<file path="src/rtl/assert_macros.svh">
`ifndef ASSERT_MACROS_SVH
`define ASSERT_MACROS_SVH

// Checked at every rising clk edge, quiet while rst is high.
`define FDMD_ASSERT(label, prop, msg) \
  label: assert property (@(posedge clk) disable iff (rst) prop) else $error(msg);

// Checked at every rising clk edge, including during reset.
`define FDMD_ASSERT_ALWAYS(label, prop, msg) \
  label: assert property (@(posedge clk) prop) else $error(msg);

`endif

</file>
<file path="src/rtl/fdmd_pkg.sv">
`timescale 1ns / 1ps
`default_nettype none

package fdmd_pkg;

  localparam int PIX_W           = 8;
  localparam int MAX_PIXELS_LOG2 = 22;
  localparam int SUM_W           = MAX_PIXELS_LOG2 + 8;
  localparam int CNT_W           = MAX_PIXELS_LOG2 + 1;
  // threshold times pixel count
  localparam int BOUND_W         = CNT_W + PIX_W;

  localparam logic [PIX_W-1:0] THRESH_RESET = 8'd5;

  // floor(s / 3) for s <= 765 as (s * 683) >> 11
  localparam int RGB_SUM_W   = PIX_W + 2;
  localparam int RECIP_SHIFT = 11;
  localparam int RECIP_W     = 10;
  localparam logic [RECIP_W-1:0] RECIP3 = 10'd683;

  typedef struct packed {
    logic [SUM_W-1:0] sum;
    logic [CNT_W-1:0] count;
  } accum_snap_t;

  function automatic logic [PIX_W-1:0] grey_of(input logic [PIX_W-1:0] r,
                                               input logic [PIX_W-1:0] g,
                                               input logic [PIX_W-1:0] b);
    logic [RGB_SUM_W-1:0]         s;
    logic [RGB_SUM_W+RECIP_W-1:0] p;
    s = {2'b00, r} + {2'b00, g} + {2'b00, b};
    p = {{RECIP_W{1'b0}}, s} * {{RGB_SUM_W{1'b0}}, RECIP3};
    return p[RECIP_SHIFT +: PIX_W];
  endfunction

endpackage

`default_nettype wire

</file>
<file path="src/rtl/fdmd_accum.sv">
`timescale 1ns / 1ps
`default_nettype none

`include "assert_macros.svh"

module fdmd_accum (
  input  wire logic                           clk,
  input  wire logic                           rst,
  input  wire logic                           step,
  input  wire logic                           last,
  input  wire logic [fdmd_pkg::PIX_W-1:0]     grey_a,
  input  wire logic [fdmd_pkg::PIX_W-1:0]     grey_b,
  output logic      [fdmd_pkg::PIX_W-1:0]     diff,
  output fdmd_pkg::accum_snap_t               snap
);

  logic [fdmd_pkg::SUM_W-1:0]   difference_sum;
  logic [fdmd_pkg::CNT_W-1:0]   pixel_count;

  logic [fdmd_pkg::SUM_W:0]     sum_wide;
  logic [fdmd_pkg::SUM_W-1:0]   difference_sum_next;
  logic [fdmd_pkg::CNT_W-1:0]   pixel_count_next;
  logic                         count_full;

  always_comb begin
    diff = (grey_a > grey_b) ? (grey_a - grey_b) : (grey_b - grey_a);
    sum_wide = {1'b0, difference_sum}
             + {{(fdmd_pkg::SUM_W + 1 - fdmd_pkg::PIX_W){1'b0}}, diff};
    // saturate at all ones
    difference_sum_next = sum_wide[fdmd_pkg::SUM_W] ? {fdmd_pkg::SUM_W{1'b1}}
                                                    : sum_wide[fdmd_pkg::SUM_W-1:0];
    count_full = &pixel_count;
    if (count_full) begin
      pixel_count_next = pixel_count;
    end else begin
      pixel_count_next = pixel_count + 1'b1;
    end
    snap.sum   = difference_sum_next;
    snap.count = pixel_count_next;
  end

  always_ff @(posedge clk) begin
    if (rst) begin
      difference_sum <= '0;
      pixel_count    <= '0;
    end else if (step) begin
      if (last) begin
        difference_sum <= '0;
        pixel_count    <= '0;
      end else begin
        difference_sum <= difference_sum_next;
        pixel_count    <= pixel_count_next;
      end
    end
  end

  `FDMD_ASSERT(a_clear_on_last, step && last |=> difference_sum == '0 && pixel_count == '0, "accumulators not cleared after frame end")
  `FDMD_ASSERT(a_sum_monotonic, step && !last |=> difference_sum >= $past(difference_sum), "difference sum decreased inside a frame")
  `FDMD_ASSERT(a_hold_idle, !step |=> $stable(pixel_count) && $stable(difference_sum), "accumulators moved without a beat")

endmodule

`default_nettype wire

</file>
<file path="src/rtl/frame_difference_motion_detector.sv">
`timescale 1ns / 1ps
`default_nettype none

// Frame-difference motion detector. Takes one co-located RGBA pixel pair per
// beat in raster order and returns one result per pixel: both grey levels
// (floor of the RGB mean), their absolute difference and both alphas. On the
// beat flagged frame_end the result carries frame_done and motion_found, set
// when the frame's summed difference is at least motion_threshold times its
// pixel count; the sums then restart. One pixel per clock is sustained while
// out_stall is low; a pixel passes through the input register, grey
// conversion, accumulate, and compare and output register in turn, and the
// pipeline keeps taking pixels while a result waits until all four stages
// are full. Write the threshold only with the pipeline empty.

`include "assert_macros.svh"

module frame_difference_motion_detector (
  input  wire logic                       clk,
  input  wire logic                       rst,
  input  wire logic                       cfg_wr_en,
  input  wire logic [fdmd_pkg::PIX_W-1:0] cfg_wr_data,
  input  wire logic                       in_valid,
  output logic                            in_stall,
  input  wire logic [fdmd_pkg::PIX_W-1:0] red_first,
  input  wire logic [fdmd_pkg::PIX_W-1:0] green_first,
  input  wire logic [fdmd_pkg::PIX_W-1:0] blue_first,
  input  wire logic [fdmd_pkg::PIX_W-1:0] alpha_first,
  input  wire logic [fdmd_pkg::PIX_W-1:0] red_second,
  input  wire logic [fdmd_pkg::PIX_W-1:0] green_second,
  input  wire logic [fdmd_pkg::PIX_W-1:0] blue_second,
  input  wire logic [fdmd_pkg::PIX_W-1:0] alpha_second,
  input  wire logic                       frame_end,
  output logic                            out_valid,
  input  wire logic                       out_stall,
  output logic      [fdmd_pkg::PIX_W-1:0] grey_first,
  output logic      [fdmd_pkg::PIX_W-1:0] grey_second,
  output logic      [fdmd_pkg::PIX_W-1:0] grey_difference,
  output logic      [fdmd_pkg::PIX_W-1:0] alpha_out_first,
  output logic      [fdmd_pkg::PIX_W-1:0] alpha_out_second,
  output logic                            frame_done,
  output logic                            motion_found
);

  logic [fdmd_pkg::PIX_W-1:0] motion_threshold;

  // stage 0: input register
  logic                       v0;
  logic [fdmd_pkg::PIX_W-1:0] r1_s0, g1_s0, b1_s0, a1_s0;
  logic [fdmd_pkg::PIX_W-1:0] r2_s0, g2_s0, b2_s0, a2_s0;
  logic                       last_s0;

  // stage 1: grey levels
  logic                       v1;
  logic [fdmd_pkg::PIX_W-1:0] grey1_s1, grey2_s1, a1_s1, a2_s1;
  logic                       last_s1;

  // stage 2: difference and accumulator snapshot
  logic                       v2;
  logic [fdmd_pkg::PIX_W-1:0] grey1_s2, grey2_s2, diff_s2, a1_s2, a2_s2;
  logic                       last_s2;
  fdmd_pkg::accum_snap_t      snap_s2;

  logic                         in_take, go1, go2, go3, out_take;
  logic [fdmd_pkg::PIX_W-1:0]   diff;
  fdmd_pkg::accum_snap_t        snap;
  logic [fdmd_pkg::BOUND_W-1:0] bound;

  // each stage moves when the next one is empty or moving
  always_comb begin
    out_take = out_valid && !out_stall;
    go3      = v2 && (!out_valid || !out_stall);
    go2      = v1 && (!v2 || go3);
    go1      = v0 && (!v1 || go2);
    in_stall = v0 && !go1;
    in_take  = in_valid && !in_stall;
    // 8 x 23 bit product; the user must move the threshold only with the pipeline empty, the block does not enforce it
    bound    = {{fdmd_pkg::PIX_W{1'b0}}, snap_s2.count}
             * {{fdmd_pkg::CNT_W{1'b0}}, motion_threshold};
  end

  always_ff @(posedge clk) begin
    if (rst) begin
      motion_threshold <= fdmd_pkg::THRESH_RESET;
    end else if (cfg_wr_en) begin
      motion_threshold <= cfg_wr_data;
    end
  end

  always_ff @(posedge clk) begin
    if (rst) begin
      v0        <= 1'b0;
      v1        <= 1'b0;
      v2        <= 1'b0;
      out_valid <= 1'b0;
    end else begin
      if (in_take) begin
        v0 <= 1'b1;
      end else if (go1) begin
        v0 <= 1'b0;
      end
      if (go1) begin
        v1 <= 1'b1;
      end else if (go2) begin
        v1 <= 1'b0;
      end
      if (go2) begin
        v2 <= 1'b1;
      end else if (go3) begin
        v2 <= 1'b0;
      end
      if (go3) begin
        out_valid <= 1'b1;
      end else if (out_take) begin
        out_valid <= 1'b0;
      end
    end
  end

  always_ff @(posedge clk) begin
    if (in_take) begin
      r1_s0   <= red_first;
      g1_s0   <= green_first;
      b1_s0   <= blue_first;
      a1_s0   <= alpha_first;
      r2_s0   <= red_second;
      g2_s0   <= green_second;
      b2_s0   <= blue_second;
      a2_s0   <= alpha_second;
      last_s0 <= frame_end;
    end
    if (go1) begin
      grey1_s1 <= fdmd_pkg::grey_of(r1_s0, g1_s0, b1_s0);
      grey2_s1 <= fdmd_pkg::grey_of(r2_s0, g2_s0, b2_s0);
      a1_s1    <= a1_s0;
      a2_s1    <= a2_s0;
      last_s1  <= last_s0;
    end
    if (go2) begin
      grey1_s2 <= grey1_s1;
      grey2_s2 <= grey2_s1;
      diff_s2  <= diff;
      a1_s2    <= a1_s1;
      a2_s2    <= a2_s1;
      last_s2  <= last_s1;
      snap_s2  <= snap;
    end
    if (go3) begin
      grey_first       <= grey1_s2;
      grey_second      <= grey2_s2;
      grey_difference  <= diff_s2;
      alpha_out_first  <= a1_s2;
      alpha_out_second <= a2_s2;
      frame_done       <= last_s2;
      motion_found     <= last_s2 && ({1'b0, snap_s2.sum} >= bound);
    end
  end

  fdmd_accum u_accum (
    .clk       (clk),
    .rst       (rst),
    .step      (go2),
    .last      (last_s1),
    .grey_a    (grey1_s1),
    .grey_b    (grey2_s1),
    .diff      (diff),
    .snap      (snap)
  );

  `FDMD_ASSERT(a_motion_only_at_end, out_valid && !frame_done |-> !motion_found, "motion flagged on a pixel that does not end a frame")
  `FDMD_ASSERT(a_stall_means_full, in_stall |-> v0 && v1 && v2 && out_valid && out_stall, "input stalled with room in the pipeline")
  `FDMD_ASSERT_ALWAYS(a_reset_empty, rst |=> !out_valid && !in_stall, "pipeline not empty after reset")

endmodule

`default_nettype wire
</file>
<file path="config.mk">
export PLATFORM = sky130hd
export DESIGN_NAME = frame_difference_motion_detector
export DESIGN_NICKNAME = d
export VERILOG_FILES = /design/src/rtl/fdmd_pkg.sv /design/src/rtl/fdmd_accum.sv /design/src/rtl/frame_difference_motion_detector.sv
export VERILOG_INCLUDE_DIRS = /design/src /design/src/rtl
export SDC_FILE = /design/constraint.sdc
export NUM_CORES = 1
export LEC_CHECK = 0
export BUFFER_PORTS_ARGS = -buffer_cell sky130_fd_sc_hd__buf_2
export CAP_MARGIN = 20
export CORE_MARGIN = 3
export CORE_UTILIZATION = 35
export CTS_CLUSTER_DIAMETER = 60
export DETAILED_ROUTE_END_ITERATION = 6
export PLACE_DENSITY_LB_ADDON = 0.05
export RECOVER_POWER = 50
export SKIP_CTS_REPAIR_TIMING = 1
export SLEW_MARGIN = 20
export SYNTH_ARGS = -nofsm -noshare
export SYNTH_HDL_FRONTEND = slang
export SYNTH_SLANG_ARGS = --single-unit
</file>
<file path="constraint.sdc">
create_clock -name clk -period 10.65 [get_ports clk]
set_input_delay 1.5975 -clock clk [delete_from_list [all_inputs] [get_ports clk]]
set_output_delay 1.5975 -clock clk [all_outputs]
set_load 0.05 [all_outputs]
</file>
==> results.ini <==
[cts]
cts.reportedPaths.clkPinSlew_ps=60
cts-buffers-inserted=38
cts.htree.levels=2
buffer_type_at_the_clock_tree_root=sky130_fd_sc_hd__clkbuf_16
tritoncts=yes
insertion_delay_ps=550
ctsLongestPathBuffers=3
numClockSinks=299

[route]
postRouteAntennaNets=0
wl_per_cell_um=17.94
dr.first_iter.drc_count=729
route.vias.total=14517
post_drt_via_cell_ratio=4.931
routed-wl-met2_um=25540
dr.pass1.iters=5
drc=0
wirelength_routed_um=52810
met3RoutedLength_um=1622
top_signal_layer_used=met5
wirelength_met1_um=24740

[die]
io_pins=122
rows=91
start_util_pct=35.58
area_of_the_core_region_sq_mm=0.06205
die_width_um=257.1
area_enclosed_by_the_die_boundary_sq_mm=0.06612
die_height_um=257.1

[layout]
drive_above_1_share_pct=9.445
largest_reg_flops=53
final-seq-area_sq_mm=0.008329
largestRegisters=snap_s2 x53, u_accum.difference_sum x30, u_accum.pixel_count x23
total_area_of_multi_input_combinational_cells_sq_mm=0.01270
layout-area-overhead-vs-synth_pct=12.74
stdcell_count=2944
diodes=0
largest_reg_by_ff_count=snap_s2
finish.net_count=2579
filler_cell_count=6099

[logic_synthesis]
synth_nets=2453
synth_top_flop_cell=sky130_fd_sc_hd__edfxtp_1
post_synth_instance_area_sq_mm=0.02208
portion_of_the_post_synthesis_area_used_by_sequential_elements_pct=37.72
netlist_instances=1951
yosys-mux-area-fraction_pct=0.7935
netlist-cell-type-count=81
synth-adder-area-share_pct=30.46
yosysWarnings=0
synth-edff-count=234
post_synthesis_mean_instance_area_sq_um=11.32
ys_ff_latch=299
post_synth_xor_area_fraction_pct=4.007
area_fraction_in_and_or_nand_and_nor_cells_after_synthesis_pct=11.96
compound_gate_portion_of_the_synthesized_area_pct=10.29
async_reset_ff_share_pct=0
dominant_combinational_cell_family_by_area_after_synthesis=adder cells

[global_route]
grt.total_usage_pct=16.25
globalRoute.totalOverflow=0
antenna_found_initial=3
grt_max_degree=62
global_route_wire_length_before_repair_um=85310
grt_pass1_vias=15459

[setup_path]
crit-reg2reg-capture=grey2_s1[6]$_DFFE_PP_
crit_path_frequent_cell=sky130_fd_sc_hd__fa_1
worstPathCellList=fa_1 -> ha_1 -> fa_1 -> a21o_1 -> a21oi_1 -> o21bai_1 -> a21oi_1 -> xnor2_1 -> ha_1 -> ha_1 -> fa_1 -> inv_1 -> fa_1 -> inv_1 -> fa_1 -> ha_1 -> o21a_1 -> o21a_1 -> o21ai_0 -> o311ai_0 -> a31oi_1 -> xnor2_1
reg2reg_setup_slack_ps=3590
worst-endpoint-required_ps=10950
crit-reg2reg-launch=r2_s0[1]$_DFFE_PP_
crit_path_end_kind=flop
critical_path.slowest_cell=sky130_fd_sc_hd__o311ai_0
timing.setup.critical_path_class=reg2reg
cells_on_worst_reg2reg_path=22
critPathLaunchType=flop
cp_max_fo=4
worst_ep_arrival_time_ps=7360
slowest_delay_ps=860
startpoint=r2_s0[1]$_DFFE_PP_

[place]
gpl.final_weighted_congestion=0.8237
placed_cells=2874
placement.io_buffers=121
place_hpwl_um=40300

[min_path]
hold_depth=0
hp-class=reg2reg
hp-start=a2_s2[1]$_DFFE_PP_
hold_end=alpha_out_second[1]$_DFFE_PP_

[sta]
timing.final.hold_violations=0
period_needed_ps=7060
relSlewSlack_pct=-118.8
unrepaired_setup_endpoints_after_global_routing=false
final-max-slew-violation-count=118
fin_setup_tns_ps=0
timing_limited_maximum_frequency_ghz=0.1417
worst_clock_skew_ps=28.37
transition_time_at_the_pin_with_the_least_slew_margin_ps=3281
report.final.setup_viol=0
timing.final.crit_share_pct=66.29

[run]
cap_violations=3

[run_status]
status=complete, but fails checks
failed_checks=max-capacitance violations, max-slew violations

==> per-stage QoR <==
stage                     worst slack [ps]  instance area [sq um]  utilization (%)  hold WS (ps)
after CTS                             3522                  24950            40.20         414.8
final                                 3590                  24890            40.11         414.3
after detailed placement              3547                  23650            38.11         404.5
after global routing                  3086                  24890            40.11         420.8
after floorplan                       4284                  22080                -         400.3
after global placement                3622                  23650            38.11         400.8
==> worst max-delay path, delay by kind of cell (launching register included) <==
kind,cells,cell delay [ps]
adders and majority gates,9,3650
AOI/OAI and AO/OA,9,2130
xor gates and xnor gates,2,520
DFF,1,400
buffers and inverters,2,100
==> layout by cell type, fill, tap and decap left out, types with 51 or more instances in the layout <==
master / instances
sky130_fd_sc_hd__edfxtp_1: 234
sky130_fd_sc_hd__ha_1: 235
sky130_fd_sc_hd__fa_1: 189
sky130_fd_sc_hd__and2_1: 137
sky130_fd_sc_hd__xnor2_1: 67
sky130_fd_sc_hd__nand2_1: 128
sky130_fd_sc_hd__buf_2: 106
sky130_fd_sc_hd__inv_1: 225
sky130_fd_sc_hd__dfxtp_1: 64
sky130_fd_sc_hd__a21oi_1: 102
sky130_fd_sc_hd__nor2_1: 61
sky130_fd_sc_hd__o21ai_0: 51
==> worst max-delay path by stage <==
stage / cells past startpoint / slack, ps / to
global route: 21 / 3090 / grey2_s1[6]$_DFFE_PP_
finish: 22 / 3590 / grey2_s1[6]$_DFFE_PP_
CTS: 22 / 3520 / grey2_s1[6]$_DFFE_PP_
floorplan: 22 / 4280 / grey2_s1[7]$_DFFE_PP_
detailed placement: 22 / 3550 / grey2_s1[6]$_DFFE_PP_
global placement: 21 / 3620 / grey2_s1[6]$_DFFE_PP_
==> layer usage <==
layer	track usage (%)	vias to the layer above
met2	27.61	200
met4	3.465	2
li1	-	7070
met5	0	-
met3	2.244	51
met1	22.17	7194
==> kinds of logic after synthesis <==
| group | count (synthesis) |
|---|---|
| flops | 299 |
| xor+xnor | 101 |
| mux | 17 |
| simple gates | 497 |
| compound gates | 340 |
| buf+inv | 273 |
| fa+ha+maj | 424 |
==> cells in the mapped netlist, drive strengths merged (7+ instances only) <==
| cell type | n | area (sq um) |
|---|---|---|
| ha | 235 | 2940 |
| edfxtp | 234 | 7027 |
| inv | 226 | 848.3 |
| fa | 189 | 3784 |
| and2 | 137 | 857.1 |
| nand2 | 128 | 480.5 |
| a21oi | 102 | 514.2 |
| xnor2 | 67 | 586.8 |
| dfxtp | 65 | 1301 |
| nor2 | 62 | 237.7 |
| o21ai | 55 | 275.3 |
| nand3 | 37 | 202.7 |
| nor3 | 35 | 185.2 |
| xor2 | 34 | 297.8 |
| clkbuf | 33 | 125.1 |
| a21o | 32 | 240.2 |
| and3 | 23 | 143.9 |
| a211oi | 19 | 152.6 |
| o21bai | 17 | 127.6 |
| or3 | 16 | 100.1 |
| a31oi | 14 | 87.58 |
| buf | 14 | 78.83 |
| nand4 | 14 | 93.84 |
| mux2i | 13 | 130.1 |
| o21a | 13 | 97.59 |
| a22oi | 12 | 90.09 |
| nand2b | 10 | 62.56 |
| nor2b | 9 | 56.30 |
| nor4 | 9 | 86.33 |
| o2bb2ai | 7 | 61.31 |
==> cell type report <==
| class | count | share of cell area, % |
|---|---|---|
| inverter | 226 | 3.418 |
| timing repair buffer | 133 | 2.659 |
| clock buffer | 53 | 4.424 |
| tap | 837 | 4.208 |
| clock inverter | 17 | 0.7893 |
| multi-input combinational | 1379 | 51.04 |
| sequential | 299 | 33.47 |
Power is left out: the tool's default activity adds up to more than one toggle a clock period on the data nets, which glitch-free logic cannot reach.
